### src/hdl/pcfc_pkg.sv
package pcfc_pkg;

    // Frame layout
    localparam int unsigned POS_W = 17;
    localparam logic [POS_W-1:0] HEADER_BYTES = 17'd6;
    localparam logic [POS_W-1:0] POS_MAX = 17'h1FFFF;
    localparam logic [POS_W-1:0] POS_LEN_LO = 17'd4;
    localparam logic [POS_W-1:0] POS_LEN_HI = 17'd5;

    localparam int unsigned TOTAL_W = 20;
    localparam logic [31:0] SEED_AT_RESET = 32'hAAAA0000;

    // Queue between front and back
    localparam int unsigned QUEUE_DEPTH_DEFAULT = 4;

    // Verdict codes
    localparam logic [2:0] ERR_NONE = 3'd0;
    localparam logic [2:0] ERR_SHORT_HEADER = 3'd1;
    localparam logic [2:0] ERR_ZERO_LENGTH = 3'd2;
    localparam logic [2:0] ERR_TRUNCATED = 3'd3;
    localparam logic [2:0] ERR_MISMATCH = 3'd4;

    // One classified byte handed from front to back
    typedef struct packed {
        logic [7:0]  data;        // zero unless present
        logic        present;
        logic        plast;
        logic        last;
        logic        need_check;  // verdict rests on the checksum compare
        logic [2:0]  code;        // verdict when need_check is low
        logic [31:0] target;      // received checksum minus seed and length bits
    } fe_item_t;

    function automatic logic [3:0] ones8(input logic [7:0] v);
        logic [3:0] n;
        n = 4'd0;
        for (int i = 0; i < 8; i++) begin
            n = n + {3'd0, v[i]};
        end
        return n;
    endfunction

    function automatic logic [4:0] ones16(input logic [15:0] v);
        return {1'b0, ones8(v[7:0])} + {1'b0, ones8(v[15:8])};
    endfunction

endpackage

### src/hdl/pcfc_ifs.sv
interface pcfc_in_if;
    logic       valid;
    logic       ready;
    logic [7:0] in_byte;
    logic       frame_last;

    modport source (output valid, output in_byte, output frame_last, input ready);
    modport sink (input valid, input in_byte, input frame_last, output ready);
endinterface


interface pcfc_cfg_if;
    logic        valid;
    logic        ready;
    logic [31:0] checksum_seed;

    modport source (output valid, output checksum_seed, input ready);
    modport sink (input valid, input checksum_seed, output ready);
endinterface

### src/hdl/pcfc_front.sv
module pcfc_front (
    input  logic                clk,
    input  logic                rst_n,
    pcfc_in_if.sink             rx,
    pcfc_cfg_if.sink            cfg,
    input  logic                q_full,
    output logic                q_push,
    output pcfc_pkg::fe_item_t  q_item
);

    logic [pcfc_pkg::POS_W-1:0] pos_reg, pos_next;
    logic [31:0] rx_chk_reg, rx_chk_next;
    logic [15:0] len_reg, len_next;
    logic [4:0]  len_ones_reg, len_ones_next;
    logic [31:0] seed_reg;

    logic                       accept;
    logic [pcfc_pkg::POS_W-1:0] count;
    logic [pcfc_pkg::POS_W-1:0] pay_off;
    logic [pcfc_pkg::POS_W-1:0] got_pay;
    logic                       in_payload;
    logic                       present;
    logic                       plast;

    assign rx.ready  = !q_full;
    assign cfg.ready = 1'b1;
    assign accept    = rx.valid && rx.ready;

    // Hold the seed; the user must write it only while the block is idle, which the block does not enforce
    always_ff @(posedge clk or negedge rst_n)
    begin
        if (!rst_n)
        begin
            seed_reg <= pcfc_pkg::SEED_AT_RESET;
        end
        else if (cfg.valid && cfg.ready)
        begin
            seed_reg <= cfg.checksum_seed;
        end
    end

    // Gather header fields
    always_comb
    begin
        rx_chk_next   = rx_chk_reg;
        len_next      = len_reg;
        len_ones_next = len_ones_reg;
        if (pos_reg < pcfc_pkg::POS_LEN_LO)
        begin
            case (pos_reg[1:0])
                2'd0: rx_chk_next[7:0]   = rx.in_byte;
                2'd1: rx_chk_next[15:8]  = rx.in_byte;
                2'd2: rx_chk_next[23:16] = rx.in_byte;
                2'd3: rx_chk_next[31:24] = rx.in_byte;
                default: rx_chk_next = rx_chk_reg;
            endcase
        end
        else if (pos_reg == pcfc_pkg::POS_LEN_LO)
        begin
            len_next[7:0] = rx.in_byte;
        end
        else if (pos_reg == pcfc_pkg::POS_LEN_HI)
        begin
            len_next[15:8] = rx.in_byte;
            len_ones_next  = pcfc_pkg::ones16({rx.in_byte, len_reg[7:0]});
        end
    end

    // Classify the byte
    assign in_payload = pos_reg >= pcfc_pkg::HEADER_BYTES;
    assign pay_off    = pos_reg - pcfc_pkg::HEADER_BYTES;
    assign present    = in_payload && (pay_off < {1'b0, len_reg});
    assign plast      = present && ((pay_off + 1'b1) == {1'b0, len_reg});
    assign count      = (pos_reg < pcfc_pkg::POS_MAX) ? pos_reg + 1'b1 : pcfc_pkg::POS_MAX;
    assign got_pay    = count - pcfc_pkg::HEADER_BYTES;
    assign pos_next   = rx.frame_last ? '0 : count;

    always_comb
    begin
        q_item            = '0;
        q_item.data       = present ? rx.in_byte : 8'd0;
        q_item.present    = present;
        q_item.plast      = plast;
        q_item.last       = rx.frame_last;
        q_item.target     = rx_chk_reg - seed_reg - {27'd0, len_ones_reg};
        q_item.need_check = 1'b0;
        q_item.code       = pcfc_pkg::ERR_NONE;
        if (rx.frame_last)
        begin
            if (count < pcfc_pkg::HEADER_BYTES)
            begin
                q_item.code = pcfc_pkg::ERR_SHORT_HEADER;
            end
            else if (len_next == 16'd0)
            begin
                q_item.code = pcfc_pkg::ERR_ZERO_LENGTH;
            end
            else if (got_pay < {1'b0, len_next})
            begin
                q_item.code = pcfc_pkg::ERR_TRUNCATED;
            end
            else
            begin
                q_item.need_check = 1'b1;
            end
        end
    end

    // Drop bytes that give no result
    assign q_push = accept && (present || rx.frame_last);

    // Advance frame state; clear it after the closing byte
    always_ff @(posedge clk or negedge rst_n)
    begin
        if (!rst_n)
        begin
            pos_reg      <= '0;
            rx_chk_reg   <= '0;
            len_reg      <= '0;
            len_ones_reg <= '0;
        end
        else if (accept)
        begin
            pos_reg <= pos_next;
            if (rx.frame_last)
            begin
                rx_chk_reg   <= '0;
                len_reg      <= '0;
                len_ones_reg <= '0;
            end
            else
            begin
                rx_chk_reg   <= rx_chk_next;
                len_reg      <= len_next;
                len_ones_reg <= len_ones_next;
            end
        end
    end

endmodule

### src/flat_wrapper.sv
// flat-port wrapper written by rule: the top's interface ports become plain ports
module pcfc_front_flat 
  (clk, rst_n, q_full, q_push, q_item, rx_valid, rx_in_byte, rx_frame_last, rx_ready, cfg_valid, cfg_checksum_seed, cfg_ready);
  pcfc_in_if rx_i ();
  pcfc_cfg_if cfg_i ();
  input  logic clk;
  input  logic rst_n;
  input  logic q_full;
  output logic q_push;
  output pcfc_pkg::fe_item_t q_item;
  input wire logic [$bits(rx_i.valid)-1:0] rx_valid;
  input wire logic [$bits(rx_i.in_byte)-1:0] rx_in_byte;
  input wire logic [$bits(rx_i.frame_last)-1:0] rx_frame_last;
  output wire logic [$bits(rx_i.ready)-1:0] rx_ready;
  input wire logic [$bits(cfg_i.valid)-1:0] cfg_valid;
  input wire logic [$bits(cfg_i.checksum_seed)-1:0] cfg_checksum_seed;
  output wire logic [$bits(cfg_i.ready)-1:0] cfg_ready;
  assign rx_i.valid = rx_valid;
  assign rx_i.in_byte = rx_in_byte;
  assign rx_i.frame_last = rx_frame_last;
  assign rx_ready = rx_i.ready;
  assign cfg_i.valid = cfg_valid;
  assign cfg_i.checksum_seed = cfg_checksum_seed;
  assign cfg_ready = cfg_i.ready;
  pcfc_front u_core (.clk(clk), .rst_n(rst_n), .rx(rx_i), .cfg(cfg_i), .q_full(q_full), .q_push(q_push), .q_item(q_item));
endmodule
### config.mk
export PLATFORM = sky130hd
export DESIGN_NAME = pcfc_front_flat
export DESIGN_NICKNAME = d
export VERILOG_FILES = /design/src/hdl/pcfc_pkg.sv /design/src/hdl/pcfc_ifs.sv /design/src/hdl/pcfc_front.sv /design/src/flat_wrapper.sv
export SDC_FILE = /design/constraint.sdc
export NUM_CORES = 1
export LEC_CHECK = 0
export BUFFER_PORTS_ARGS = -buffer_cell sky130_fd_sc_hd__buf_2
export CORE_UTILIZATION = 58
export DETAILED_ROUTE_END_ITERATION = 8
export PLACE_DENSITY = 0.78
export SLEW_MARGIN = 15
export SYNTH_ARGS = -nofsm -noshare
export SYNTH_HDL_FRONTEND = slang
export SYNTH_SLANG_ARGS = --single-unit
### constraint.sdc
create_clock -name clk -period 5.7 [get_ports clk]
set_clock_uncertainty 0.05 [all_clocks]
set_input_delay 0.57 -clock clk [delete_from_list [all_inputs] [get_ports clk]]
set_output_delay 0.57 -clock clk [all_outputs]
set_load 0.005 [all_outputs]
==> metrics.txt <==
Setup crit start kind flip-flop; mean area per synthesized cell 8.52 sq um; number of antenna violations at the first check in global routing 0; CTS HTree Levels 3; CP Cell Sequence nand3_1 -> nor3_2 -> a21oi_1 -> o21ai_0 -> nor4_4 -> and3_4 -> nand2_1 -> xnor2_1 -> nand2_1 -> ha_1 -> and4_1 -> nand4_1 -> nor2_1 -> a221oi_1 -> o2111ai_2 -> o21ai_2 -> and3b_1 -> buf_2; max incr delay on CP 0.63 ns; Die Footprint 0.0172 sq mm; Detail Placement HPWL 19200 um; routability congestion estimate 0.953; post-synthesis cell type count 83; CP max FO 12; maximum clock insertion buffer count 2; routed vias 8458; Mapped Area 0.00970 sq mm; number of maximum-capacitance violations 0; remaining routing DRC violations 0; share of final-layout standard cells stronger than drive strength 1 16.6%; Final Max Slew Viols 0; clock insertion delay at the later pin of the skew report 0.36 ns; final setup fails 0; number of violations reported at the end of detailed-routing iteration 0 862; Arr. time, crit path 4.71 ns; Yosys warning total 0; FFs w/ async S/R, synth 100%; relative contribution of combinational cells to total power 60.0%; worst vdd ir 299 uV; worst setup path category reg2out; transition time at the pin with the least slew margin 1.05 ns; remaining global-route overflow 0; root buffer cell sky130_fd_sc_hd__clkbuf_16; DRT antenna net count 0; first-pass GRT wire length 40900 um; worst max-slew margin expressed relative to the limit 29.9%; Final Hold Fails 0; setup repair after global routing missed its margin false; number of buffers added to fix hold violations after cts 0; outcome finished, final reports clean; library cell with the highest instance count after synthesis sky130_fd_sc_hd__inv_1; Layout area overhead 9.09%; most common library cells after synthesis sky130_fd_sc_hd__inv_1, sky130_fd_sc_hd__ha_1, sky130_fd_sc_hd__dfrtp_1; power density normalized to cell area 356 mW/mm^2; CP required 5.08 ns; die boundary width 131 um; global router's overall resource usage 29.9%; Sw Share 43.0%; Core ar. 0.0161 sq mm; number of diodes added for antenna fixing 0; achievable frequency 188 MHz; cell type with the largest total area after synthesis sky130_fd_sc_hd__dfrtp_1; clock network power share 16.6%; cell with the biggest individual delay on the critical path sky130_fd_sc_hd__dfrtp_1; vias in the first global route 7881; initial core utilization 60.2%; number of filler instances in the final layout 1369; average routed wire per standard cell 17.6 um; Num CTS Buffers 9; Min Clock Period, post-route 5.33 ns; Multi-input gate area 0.00637 sq mm; TritonCTS Sinks 102; leak pwr 5.08 nW; clock slew at reported path FFs 0.08 ns; total I/O pin count 96; Flop pwr share 23.4%; chip height 131 um; post-synthesis cell count 1139; area share of the largest cell type after synthesis 24.2%; Total Routed Length 25100 um; register cell area after layout 0.00256 sq mm; DR pass1 iterations 5; number of nets at the end of the flow 1376; Int Pwr 0.00215 W; cell occurring most often along the worst timing path sky130_fd_sc_hd__nand2_1; final critical-path share of the clock period 93.5%; cell types with the largest area share after synthesis sky130_fd_sc_hd__dfrtp_1, sky130_fd_sc_hd__ha_1, sky130_fd_sc_hd__xnor2_1; sequential element share of the synthesized area 26.4%; pin count of the biggest net entering global routing 56; clock tree from TritonCTS yes; ys flop type sky130_fd_sc_hd__dfrtp_1; setup TNS 0 ns; number of enable flip-flop cells after synthesis 0; number of storage elements in the synthesis netlist 102; number of port buffers 93; Row Count 46; number of nets in the synthesized netlist 1306; switching pwr 0.00162 W; CP Capture Type output port; final core area utilization 65.7%; Worst Hold Class in2async; routed via count divided by cell count 5.91; PnR Total Power 0.00377 W
## through the flow
step	std cells	hold WS (ns)	cell area, sq um	worst slack (ns)
floorplan	1139	0.224	9700	1.10
global placement	1414	0.447	10300	0.604
global route	1430	0.234	10600	0.0159
CTS	1430	0.203	10600	0.0241
finish	1430	0.192	10600	0.371
detailed placement	1414	0.455	10300	0.451
## cell type report
class	instances	area share (%)
Multi-Input combinational cell	851	60.2
Sequential cell	102	24.2
Timing Repair Buffer	108	5.49
Inverter	137	4.86
Tap cell	216	2.55
Clock buffer	9	2.13
Clock inverter	7	0.591
## critical path, delay by kind of cell, from the launching register on
kind,cells,cell delay [ns]
compound gates,5,1.37
xor+xnor,1,0.11
fa+ha+maj,1,0.31
buf+inv,1,0.10
flops,1,0.63
simple gates,10,1.83
## placed cells by master (no fill, tap or decap), drive strengths merged, types with 5 or more instances in the layout
cell / Yosys / routed
inv: 137 / 141
buf: 21 / 108
ha: 107 / 107
dfrtp: 94 / 94
nand2: 91 / 91
o21ai: 72 / 72
nor2: 71 / 71
a21oi: 70 / 70
xnor2: 59 / 59
mux2: 36 / 36
o22ai: 26 / 26
nand3: 24 / 24
a21o: 24 / 24
xor2: 23 / 23
nand4: 17 / 17
nor3: 17 / 17
o21a: 16 / 16
and2: 16 / 16
and3: 16 / 16
nor2b: 15 / 15
fa: 14 / 14
mux2i: 12 / 12
nand2b: 11 / 11
clkbuf: 28 / 9
o211ai: 9 / 9
nor4: 9 / 9
dfstp: 8 / 8
a211o: 7 / 7
a211oi: 7 / 7
nor3b: 5 / 5
and4: 5 / 5
a31oi: 5 / 5
o31ai: 5 / 5
a22o: 5 / 5
or2: 5 / 5
o2111ai: 5 / 5
## cell families after synthesis
logic type               share of synthesized area, %
multiplexers                                     5.42
adder cells (fa/ha/maj)                          16.7
other                                          0.0774
XOR/XNOR                                         7.64
AND/OR/NAND/NOR                                  16.9
AO/OA/AOI/OAI                                    18.6
flip-flops                                       26.4
buffers and inverters                            8.28
## routing by layer
| layer | vias up | GRT usage, % | part of all wire (%) | routed length, um |
|---|---|---|---|---|
| met5 | - | 0 | 0 | 0 |
| met4 | 0 | 7.36 | 1.7 | 418 |
| met3 | 35 | 6.25 | 7.7 | 1920 |
| met2 | 297 | 45.3 | 44 | 11000 |
| met1 | 4020 | 43.2 | 47 | 11800 |
| li1 | 4106 | - | - | - |
## timing repair
item                       CTS  global route
buffers inserted             0             0
resized for setup            0             6
setup endpoints to repair    0             3
## power by group through the flow
stage	registers [W]	clock network (W)	logic, W
finish	0.000882	0.000626	0.00226
global route	0.000894	0.000659	0.00254
CTS	0.000879	0.000636	0.00224
detailed placement	0.000893	0	0.00222
global placement	0.000889	0	0.00218
floorplan	0.000876	0	0.00157
## path summary, 6_finish.rpt
| path | start | end | slack, ns | cells past startpoint |
|---|---|---|---|---|
| worst max register to register | u_core.len_reg[0] | u_core.len_ones_reg[3] | 1.57 | 14 |
| worst min-delay path | rst_n | u_core.seed_reg[15] | 0.19 | 1 |
| max in group asynchronous | rst_n | u_core.pos_reg[6] | 4.26 | 2 |
| min in group clk | cfg_checksum_seed[2] | u_core.seed_reg[2] | 0.36 | 3 |
| worst min register to register | u_core.seed_reg[6] | u_core.seed_reg[6] | 0.47 | 1 |
| worst max-delay path | u_core.pos_reg[11] | q_item[33] | 0.37 | 18 |
Power figures use the tool's default switching activity.
